### config.mk
export PLATFORM = sky130hd
export DESIGN_NAME = blum_blum_shub_indexed_bit_top
export DESIGN_NICKNAME = d
export VERILOG_FILES = /design/src/hw/rtl/bbs_pkg.sv /design/src/hw/rtl/blum_blum_shub_indexed_bit_top.sv
export SDC_FILE = /design/constraint.sdc
export NUM_CORES = 2
export LEC_CHECK = 0
export ABC_AREA = 0
export BUFFER_PORTS_ARGS = -buffer_cell sky130_fd_sc_hd__buf_4
export CAP_MARGIN = 20
export CORE_MARGIN = 2
export CORE_UTILIZATION = 30
export DETAILED_ROUTE_END_ITERATION = 7
export GPL_TIMING_DRIVEN = 1
export HOLD_SLACK_MARGIN = 0.06
export PLACE_DENSITY = 0.55
export SETUP_SLACK_MARGIN = 0.1
export SLEW_MARGIN = 20
export SYNTH_ARGS = -nofsm -noshare
export SYNTH_HDL_FRONTEND = slang
export SYNTH_SLANG_ARGS = --single-unit
### constraint.sdc
create_clock -name clk -period 7.7 [get_ports clk]
set_input_delay 0.385 -clock clk [delete_from_list [all_inputs] [get_ports clk]]
set_output_delay 0.385 -clock clk [all_outputs]
set_load 0.01 [all_outputs]
### src/hw/rtl/bbs_pkg.sv
// Package for the indexed Blum Blum Shub generator.
// Widths, register indexes and the modular add helper; no dependencies.
`default_nettype none

package bbs_pkg;

    localparam int PRIME_BITS = 17;
    localparam int INDEX_BITS = 32;
    localparam int SEED_BITS  = 2 * PRIME_BITS;
    localparam int CNT_BITS   = $clog2(((INDEX_BITS > SEED_BITS) ? INDEX_BITS : SEED_BITS) + 1);
    localparam int K_BITS     = $clog2(PRIME_BITS + 1);
    localparam int CFG_IDX_BITS = 2;

    localparam logic [CFG_IDX_BITS-1:0] CFG_SEED   = 2'd0;
    localparam logic [CFG_IDX_BITS-1:0] CFG_FIRST  = 2'd1;
    localparam logic [CFG_IDX_BITS-1:0] CFG_SECOND = 2'd2;

    typedef logic [SEED_BITS-1:0] word_t;

    // (a + b) mod m for a, b below m
    function automatic word_t add_mod(input word_t a, input word_t b, input word_t m);
        logic [SEED_BITS:0] s;
        s = {1'b0, a} + {1'b0, b};
        if (s >= {1'b0, m})
        begin
            s = s - {1'b0, m};
        end
        return s[SEED_BITS-1:0];
    endfunction

endpackage

`default_nettype wire

### src/hw/rtl/blum_blum_shub_indexed_bit_top.sv
// Indexed Blum Blum Shub generator: x = seed^(2^i mod lambda) mod p*q.
// Uses bbs_pkg for widths, register indexes and the modular add.
//
// channel | signals                                   | direction
// cfg     | cfg_valid cfg_ready cfg_index cfg_data     | in (ready out)
// in      | in_valid in_ready seq_index                | in (ready out)
// out     | out_valid out_ready random_bit state_value | out (ready in)
//
// One item at a time. n = p*q is formed first, then the binary gcd and the
// quotient, then 2^i mod lambda takes INDEX_BITS rounds of one bit-serial
// modular square and an optional doubling; the seed is reduced bit-serially,
// and the final power takes SEED_BITS rounds of up to two bit-serial
// products. Run time is set mostly by the shared shift-and-add unit.
// Reset loads seed 3, primes 3 and 7. A waiting result holds in the output
// register; the next item is taken meanwhile and stalls only at its own finish.
`default_nettype none

module blum_blum_shub_indexed_bit_top
    import bbs_pkg::*;
(
    input  wire                     clk,
    input  wire                     rst_n,
    input  wire                     cfg_valid,
    output logic                    cfg_ready,
    input  wire  [CFG_IDX_BITS-1:0] cfg_index,
    input  wire  [SEED_BITS-1:0]    cfg_data,
    input  wire                     in_valid,
    output logic                    in_ready,
    input  wire  [INDEX_BITS-1:0]   seq_index,
    output logic                    out_valid,
    input  wire                     out_ready,
    output logic                    random_bit,
    output logic [SEED_BITS-1:0]    state_value
);

    localparam logic [3:0] S_IDLE  = 4'd0;
    localparam logic [3:0] S_GCD   = 4'd1;
    localparam logic [3:0] S_DIV   = 4'd2;
    localparam logic [3:0] S_LAM   = 4'd3;
    localparam logic [3:0] S_EINIT = 4'd4;
    localparam logic [3:0] S_ESQ   = 4'd5;
    localparam logic [3:0] S_EDBL  = 4'd6;
    localparam logic [3:0] S_XINIT = 4'd7;
    localparam logic [3:0] S_RED   = 4'd8;
    localparam logic [3:0] S_XSQ   = 4'd9;
    localparam logic [3:0] S_XBIT  = 4'd10;
    localparam logic [3:0] S_XNEXT = 4'd11;
    localparam logic [3:0] S_MM    = 4'd12;
    localparam logic [3:0] S_DONE  = 4'd13;

    localparam word_t ONE = word_t'(1);

    logic [SEED_BITS-1:0]  seed_reg;
    logic [PRIME_BITS-1:0] p_reg, q_reg;

    logic [3:0]            state_reg, state_next, ret_reg, ret_next;
    logic [INDEX_BITS-1:0] idx_reg, idx_next;
    logic [PRIME_BITS-1:0] ga_reg, ga_next, gb_reg, gb_next, g_reg, g_next, dq_reg, dq_next;
    logic [K_BITS-1:0]     k_reg, k_next;
    logic [SEED_BITS:0]    rem_reg, rem_next;
    logic [CNT_BITS-1:0]   cnt_reg, cnt_next;
    word_t n_reg, n_next, mod_reg, mod_next, r_reg, r_next, base_reg, base_next;
    word_t e_reg, e_next, acc_reg, acc_next, ma_reg, ma_next, mb_reg, mb_next;
    logic                  out_valid_reg, out_valid_next;
    word_t                 out_reg, out_next;

    logic [PRIME_BITS-1:0] pm1, qm1;
    logic [PRIME_BITS:0]   div_trial;
    logic [SEED_BITS:0]    red_trial;

    assign pm1       = p_reg - 1'b1;
    assign qm1       = q_reg - 1'b1;
    assign cfg_ready = 1'b1;
    assign in_ready  = (state_reg == S_IDLE);
    assign out_valid   = out_valid_reg;
    assign state_value = out_reg;
    assign random_bit  = out_reg[0];
    assign div_trial = {rem_reg[PRIME_BITS-1:0], dq_reg[PRIME_BITS-1]};
    assign red_trial = {rem_reg[SEED_BITS-1:0], base_reg[SEED_BITS-1]};

    always_comb
    begin
        state_next = state_reg;
        ret_next   = ret_reg;
        idx_next   = idx_reg;
        ga_next    = ga_reg;
        gb_next    = gb_reg;
        g_next     = g_reg;
        dq_next    = dq_reg;
        k_next     = k_reg;
        rem_next   = rem_reg;
        cnt_next   = cnt_reg;
        n_next     = n_reg;
        mod_next   = mod_reg;
        r_next     = r_reg;
        base_next  = base_reg;
        e_next     = e_reg;
        acc_next   = acc_reg;
        ma_next    = ma_reg;
        mb_next    = mb_reg;
        out_next   = out_reg;
        out_valid_next = out_valid_reg && !out_ready;

        unique case (state_reg)
            S_IDLE:
            begin
                if (in_valid)
                begin
                    idx_next = seq_index;
                    n_next   = word_t'(p_reg) * word_t'(q_reg);
                    ga_next  = pm1;
                    gb_next  = qm1;
                    k_next   = '0;
                    e_next   = '0;
                    if (p_reg < 2 || q_reg < 2)
                    begin
                        state_next = S_XINIT;
                    end
                    else
                    begin
                        state_next = S_GCD;
                    end
                end
            end
            S_GCD:
            begin
                // binary gcd: strip common twos, then subtract odd from odd
                if (ga_reg == gb_reg)
                begin
                    g_next     = ga_reg << k_reg;
                    dq_next    = pm1;
                    rem_next   = '0;
                    cnt_next   = CNT_BITS'(PRIME_BITS);
                    state_next = S_DIV;
                end
                else if (!ga_reg[0] && !gb_reg[0])
                begin
                    ga_next = ga_reg >> 1;
                    gb_next = gb_reg >> 1;
                    k_next  = k_reg + 1'b1;
                end
                else if (!ga_reg[0])
                begin
                    ga_next = ga_reg >> 1;
                end
                else if (!gb_reg[0])
                begin
                    gb_next = gb_reg >> 1;
                end
                else if (ga_reg > gb_reg)
                begin
                    ga_next = ga_reg - gb_reg;
                end
                else
                begin
                    gb_next = gb_reg - ga_reg;
                end
            end
            S_DIV:
            begin
                if (div_trial >= {1'b0, g_reg})
                begin
                    rem_next = (SEED_BITS+1)'(div_trial - {1'b0, g_reg});
                    dq_next  = {dq_reg[PRIME_BITS-2:0], 1'b1};
                end
                else
                begin
                    rem_next = (SEED_BITS+1)'(div_trial);
                    dq_next  = {dq_reg[PRIME_BITS-2:0], 1'b0};
                end
                cnt_next = cnt_reg - 1'b1;
                if (cnt_reg == 1)
                begin
                    state_next = S_LAM;
                end
            end
            S_LAM:
            begin
                mod_next   = word_t'(dq_reg) * word_t'(qm1);
                state_next = S_EINIT;
            end
            S_EINIT:
            begin
                r_next     = (mod_reg == ONE) ? '0 : ONE;
                cnt_next   = CNT_BITS'(INDEX_BITS);
                state_next = S_ESQ;
            end
            S_ESQ:
            begin
                acc_next   = '0;
                ma_next    = r_reg;
                mb_next    = r_reg;
                ret_next   = S_EDBL;
                state_next = S_MM;
            end
            S_EDBL:
            begin
                if (idx_reg[INDEX_BITS-1])
                begin
                    r_next = add_mod(r_reg, r_reg, mod_reg);
                end
                idx_next = idx_reg << 1;
                cnt_next = cnt_reg - 1'b1;
                if (cnt_reg == 1)
                begin
                    e_next = idx_reg[INDEX_BITS-1] ? add_mod(r_reg, r_reg, mod_reg) : r_reg;
                    state_next = S_XINIT;
                end
                else
                begin
                    state_next = S_ESQ;
                end
            end
            S_XINIT:
            begin
                if (n_reg == '0)
                begin
                    r_next     = '0;
                    state_next = S_DONE;
                end
                else
                begin
                    mod_next   = n_reg;
                    base_next  = seed_reg;
                    rem_next   = '0;
                    cnt_next   = CNT_BITS'(SEED_BITS);
                    state_next = S_RED;
                end
            end
            S_RED:
            begin
                // restoring reduction of the seed, one bit a cycle
                if (red_trial >= {1'b0, mod_reg})
                begin
                    rem_next = red_trial - {1'b0, mod_reg};
                end
                else
                begin
                    rem_next = red_trial;
                end
                base_next = base_reg << 1;
                cnt_next  = cnt_reg - 1'b1;
                if (cnt_reg == 1)
                begin
                    base_next  = rem_next[SEED_BITS-1:0];
                    r_next     = (mod_reg == ONE) ? '0 : ONE;
                    cnt_next   = CNT_BITS'(SEED_BITS);
                    state_next = S_XSQ;
                end
            end
            S_XSQ:
            begin
                acc_next   = '0;
                ma_next    = r_reg;
                mb_next    = r_reg;
                ret_next   = S_XBIT;
                state_next = S_MM;
            end
            S_XBIT:
            begin
                if (e_reg[SEED_BITS-1])
                begin
                    acc_next   = '0;
                    ma_next    = base_reg;
                    mb_next    = r_reg;
                    ret_next   = S_XNEXT;
                    state_next = S_MM;
                end
                else
                begin
                    state_next = S_XNEXT;
                end
            end
            S_XNEXT:
            begin
                e_next   = e_reg << 1;
                cnt_next = cnt_reg - 1'b1;
                if (cnt_reg == 1)
                begin
                    state_next = S_DONE;
                end
                else
                begin
                    state_next = S_XSQ;
                end
            end
            S_MM:
            begin
                // shift-and-add product: add multiplicand on a set bit, double it
                if (mb_reg == '0)
                begin
                    r_next     = acc_reg;
                    state_next = ret_reg;
                end
                else
                begin
                    if (mb_reg[0])
                    begin
                        acc_next = add_mod(acc_reg, ma_reg, mod_reg);
                    end
                    ma_next = add_mod(ma_reg, ma_reg, mod_reg);
                    mb_next = mb_reg >> 1;
                end
            end
            S_DONE:
            begin
                // hold until the output register is free
                if (!out_valid_reg || out_ready)
                begin
                    out_next       = r_reg;
                    out_valid_next = 1'b1;
                    state_next     = S_IDLE;
                end
            end
            default:
            begin
                state_next = S_IDLE;
            end
        endcase
    end

    always_ff @(posedge clk or negedge rst_n)
    begin
        if (!rst_n)
        begin
            seed_reg      <= word_t'(3);
            p_reg         <= PRIME_BITS'(3);
            q_reg         <= PRIME_BITS'(7);
            state_reg     <= S_IDLE;
            ret_reg       <= S_IDLE;
            out_valid_reg <= 1'b0;
        end
        else
        begin
            if (cfg_valid)
            begin
                if (cfg_index == CFG_SEED)
                begin
                    seed_reg <= cfg_data;
                end
                else if (cfg_index == CFG_FIRST)
                begin
                    p_reg <= cfg_data[PRIME_BITS-1:0];
                end
                else if (cfg_index == CFG_SECOND)
                begin
                    q_reg <= cfg_data[PRIME_BITS-1:0];
                end
            end
            state_reg     <= state_next;
            ret_reg       <= ret_next;
            out_valid_reg <= out_valid_next;
        end
    end

    always_ff @(posedge clk)
    begin
        idx_reg  <= idx_next;
        ga_reg   <= ga_next;
        gb_reg   <= gb_next;
        g_reg    <= g_next;
        dq_reg   <= dq_next;
        k_reg    <= k_next;
        rem_reg  <= rem_next;
        cnt_reg  <= cnt_next;
        n_reg    <= n_next;
        mod_reg  <= mod_next;
        r_reg    <= r_next;
        base_reg <= base_next;
        e_reg    <= e_next;
        acc_reg  <= acc_next;
        ma_reg   <= ma_next;
        mb_reg   <= mb_next;
        out_reg  <= out_next;
    end

endmodule

`default_nettype wire

# Yosys cells after proc, flatten, opt, wreduce, memory -nomap -nowiden

Index checks and enable logic that the tools add are counted.

Register bits after elaboration: 528

$add $sub $neg: 14
Multiply operators: 2
$lt $le $gt $ge: 8
Eq/ne operators: 36
Shifts and indexed selects: 1
Muxes and demuxes: 75
Bitwise logic cells: 2
Reduce and logical (&&, ||, !) cells: 48

Operators by type and width:

| cell                  | number |
|---|---|
| $mux 34               | 23 |
| $pmux 34 s3           | 4 |
| $mux 17               | 13 |
| $pmux 34 s5           | 1 |
| $ge 35x34->1          | 4 |
| $pmux 34 s2           | 2 |
| $pmux 34 s4           | 1 |
| $sub 34x34->34        | 4 |
| $add 34x34->35        | 3 |
| $pmux 17 s2           | 3 |
| $logic_not 34->1      | 2 |
| $mul 17x17->34        | 2 |
| $pmux 32 s2           | 1 |
| $pmux 4 s13           | 1 |
| $eq 34x1->1 const B   | 1 |
| $lt 17x2->1 const B   | 2 |
| $sub 17x1->17 const B | 2 |
| $sub 17x17->17        | 2 |
| $mux 32               | 1 |
| $pmux 6 s5            | 1 |
| $mux 4                | 7 |
| $ne 2x2->1 const B    | 14 |
| $eq 4x4->1 const B    | 6 |
| $reduce_and 4->1      | 5 |
| other kinds (38)      | 81 |

# Depth between registers and ports, before layout

Depth in word-level cells: 7
Mapped depth: 31

# Worst setup path after synthesis

No wires, ideal clock.

Path kind: register to register
From: register q_reg[0]
To: register mod_reg[31], data pin
Library setup time: 0.146 ns
Data arrival time: 7.475 ns
Path slack: 0.079 ns
Cell stages (with the launch flop): 30
Path buffers: 3
Clock period less this slack: 7.621 ns
Path through: dfstp_2 -> clkinv_1 -> clkbuf_1 -> ha_1 -> nand3_1 -> or3_1 -> xnor2_1 -> clkbuf_1 -> nand2_1 -> fa_1 -> inv_1 -> fa_1 -> fa_1 -> fa_1 -> fa_1 -> inv_1 -> fa_1 -> inv_1 -> ha_1 -> buf_2 -> nand4_1 -> nor3_1 -> nand2_1 -> o211ai_1 -> o21ai_0 -> a21oi_1 -> and2_1 -> o21ai_1 -> a221o_1 -> a21oi_1

Longest elaborated chain between the ends: 3

Ends and longest elaborated chain:

| what                   | line                                  | RTL |
|---|---|---|
| from (decl)            | blum_blum_shub_indexed_bit_top.sv:54  | `logic [PRIME_BITS-1:0] p_reg, q_reg;` |
| from (signal assigned) | blum_blum_shub_indexed_bit_top.sv:347 | `q_reg <= cfg_data[PRIME_BITS-1:0];` |
| $sub 17x1->17          | blum_blum_shub_indexed_bit_top.sv:72  | `assign qm1 = q_reg - 1'b1;` |
| $mul 17x17->34         | blum_blum_shub_indexed_bit_top.sv:179 | `mod_next = word_t'(dq_reg) * word_t'(qm1);` |
| $pmux 34 s2            | blum_blum_shub_indexed_bit_top.sv:104 | `unique case (state_reg)` |
| via mod_next[31]       | blum_blum_shub_indexed_bit_top.sv:62  | `word_t n_reg, n_next, mod_reg, mod_next, r_reg, r_next, base_reg, base_next;` |
| to (signal assigned)   | blum_blum_shub_indexed_bit_top.sv:367 | `mod_reg <= mod_next;` |
| to (decl)              | blum_blum_shub_indexed_bit_top.sv:62  |  |

The timed path passes the listed nets, and every way through them passes these cells.
A chain may end at the register's enable or synchronous reset.

# Worst setup path in the final report

From: register q_reg[3]
To: register mod_reg[30], data pin

Same word-level chain as after synthesis.

==> impl_metrics.csv <==
group,metric,value,unit
timing,slew_headroom,0.257,
timing,fin_crit,7.39,ns
critical_path,worst-setup-path-type,"reg -> reg",
clocking,cts.sinks,528,
floorplanning,die_w,434,um
logic_synthesis,synth.net_count,7058,
drt,drt_iter0_drc,3209,
drt,postRouteAntennaNets,0,
job,drv_cap,0,
critical_path,slowest_stage,"fa_1",
timing,tightestPinTransition,1.11,ns
critical_path,cp.arrival,7.77,ns
logic_synthesis,ys_warn_count,0,
logic_synthesis,syn_area_per_cell,9.10,um2
drt,vias,45300,
global_routing,grt-ovfl-total,0,
clocking,numCtsBuffers,59,
drt,wl_per_cell,21.4,um
clocking,path_clk_slew,0.06,ns
critical_path,start_kind,"register",
layout,final.fill_count,18900,
drt,first_pass_iters,7,
logic_synthesis,synth_area_leaders,"edfxtp_1 24%, fa_1 16%, ha_1 10%",
logic_synthesis,ys_seq_area_frac,0.280,
critical_path,critPathCaptureType,"register",
place,hpwl,144000,um
timing,finalCritPeriodShare,0.959,
layout,fin_cells,8735,
timing,finalHoldWorstSlack,0.0961,ns
floorplanning,design.core.area,0.183,mm2
floorplanning,initial_core_util,0.302,
logic_synthesis,yosysTopAreaCellShare,0.245,
critical_path,path_buf_inv,9,
place,place_inst,8537,
logic_synthesis,ys_ff_latch,528,
global_routing,grt_pass1_wl,280000,um
logic_synthesis,synth_flop_cell,"edfxtp_1",
logic_synthesis,yosysTopAreaCell,"edfxtp_1",
timing,setup_viol,0,
drt,drcViolationCount,0,
timing,hold_viol,0,
floorplanning,num_rows,157,
global_routing,first_global_vias,45200,
layout,area_growth,13.3,%
clocking,cts_root_buf,"clkbuf_16",
global_routing,grt_max_degree,69,
timing,rsz0062_at_grt,"yes",
global_routing,antenna_found_initial,19,
logic_synthesis,netlist_area,0.0554,mm2
timing,clock.fmax,135,MHz
timing,drv_slew,0,
layout,fin_nets,7192,
clocking,insertion_delay,0.67,ns
clocking,clock_path_buffers,3,
place,globalplace.congestion,0.929,
global_routing,grt_usage,0.195,
critical_path,cp_max_fo,5,
status,run_status,"finished clean",
critical_path,slowest_delay,0.54,ns
min_path,min_path_type,"in -> reg",
floorplanning,dieArea,0.188,mm2
timing,final.setup_skew,0.0320,ns
critical_path,critPathTopFamily,"adder cells",
drt,via_per_inst,5.19,
place,port_buffers,109,
logic_synthesis,synth_edf_count,451,
layout,drive_above_1_share,0.102,
drt,wl,187000,um
timing,tns,0,ns
floorplanning,io_pins,111,
floorplanning,die_y,434,um
clocking,cts_tree,"built",
clocking,h-tree-depth,2,
critical_path,crit_required,8.08,ns
logic_synthesis,synthCells,6085,
logic_synthesis,synth_cell_types,109,
layout,fin_util,0.342,
logic_synthesis,ys_async_sr_fraction,0.146,
placed cells by master, fill, tap and decap left out, types with 16 or more instances in the layout:
| master | n |
|---|---|
| a211oi_1 | 47 |
| xnor2_1 | 169 |
| mux2_2 | 72 |
| nand2_1 | 870 |
| dlygate4sd3_1 | 56 |
| nor3_1 | 68 |
| a22oi_1 | 30 |
| buf_4 | 294 |
| nand4_1 | 39 |
| o21a_1 | 35 |
| a21oi_1 | 403 |
| a21o_1 | 191 |
| fa_1 | 443 |
| o21ai_0 | 240 |
| nor4_1 | 38 |
| o22ai_1 | 26 |
| dfrtp_1 | 69 |
| ha_1 | 435 |
| or3_1 | 27 |
| nor2b_1 | 40 |
| o21bai_1 | 37 |
| o31ai_1 | 16 |
| inv_1 | 711 |
| and3_1 | 45 |
| mux2i_1 | 95 |
| edfxtp_1 | 451 |
| nand3_1 | 85 |
| nor2_1 | 324 |
| o211ai_1 | 21 |
| clkbuf_16 | 60 |
| nand2b_1 | 50 |
| a31oi_1 | 53 |
| and2_1 | 199 |
| o21ai_1 | 43 |
| xor2_1 | 100 |
final timing paths:
check                           depth (start not counted)  slack, ns      endpoint       start
worst max-delay path                                   31       0.31   mod_reg[30]    q_reg[3]
worst min-delay path                                    3        0.1     out_valid   out_ready
worst max register to register                         31       0.31   mod_reg[30]    q_reg[3]
worst min register to register                          2       0.48    ret_reg[1]  ret_reg[1]
max in group asynchronous                               3       6.30      q_reg[3]       rst_n
min in group asynchronous                               2       0.26  seed_reg[31]       rst_n
worst min-delay path: cells and delay by family:
kind	cells	cell delay (ns)
and+or+nand+nor	2	0.24
buffers and inverters	1	0.07
cell families (layout without fill, tap and decap cells):
kind of cell    count (synthesis)  after routing  synth area share
compound gates               1301           1301             0.150
simple gates                 1888           1888             0.157
buf+inv                      1024           1206            0.0721
flops                         528            528             0.280
other cells                     1              5         0.0000677
fa+ha+maj                     900            900             0.265
mux                           170            170            0.0329
xor+xnor                      273            273            0.0432
cell usage after synthesis, types with 26 or more instances:
master and n:
a211oi_1 48, a21o_1 191, a21oi_1 411, a22oi_1 30
a31oi_1 53, and2_1 204, and3_1 47, buf_2 27
clkbuf_1 223, dfrtp_1 70, edfxtp_1 451, fa_1 456
ha_1 444, inv_1 722, mux2_2 72, mux2i_1 95
nand2_1 876, nand2b_1 51, nand3_1 87, nand4_1 39
nor2_1 332, nor2b_1 43, nor3_1 76, nor4_1 42
o21a_1 36, o21ai_0 245, o21ai_1 40, o21bai_1 37
o22ai_1 26, or3_1 28, xnor2_1 173, xor2_1 100
metrics by stage:
step                      setup slack, ns  instance area, um2
after global routing              0.00659               62700
after CTS                          0.0657               62100
final                               0.315               62800
after floorplan                     0.171               55400
after global placement            -0.0287               59600
after detailed placement           -0.116               59600
routing by layer:
layer,share of wire,up-vias,track usage
li1,-,20900,-
met1,0.43,22500,0.258
met2,0.46,1513,0.320
met3,0.062,354,0.0252
met4,0.046,10,0.0799
met5,0.00040,-,0
layout make-up:
cell class	count	area [um2]	share of cell area
Timing Repair Buffer	372	3160	0.0504
Clock inverter	37	373	0.00594
Inverter	725	2720	0.0434
Clock buffer	72	1540	0.0245
Multi-Input combinational cell	4533	36400	0.580
Antenna cell	4	10.0	0.000159
Tap cell	2464	3080	0.0491
Sequential cell	528	15500	0.247
what timing repair did:
item | in CTS | in global routing
gates cloned | 0 | 1
hold buffers | 56 | 0
setup endpoints to repair | 4 | 9
gates resized for setup | 5 | 92
setup buffers | 0 | 27
endpoints found under the hold margin | 93 | 0
pin swaps | 3 | 74
Power is not shown: default switching activity piles up to over one toggle a cycle in this logic, so the estimate is an artifact.
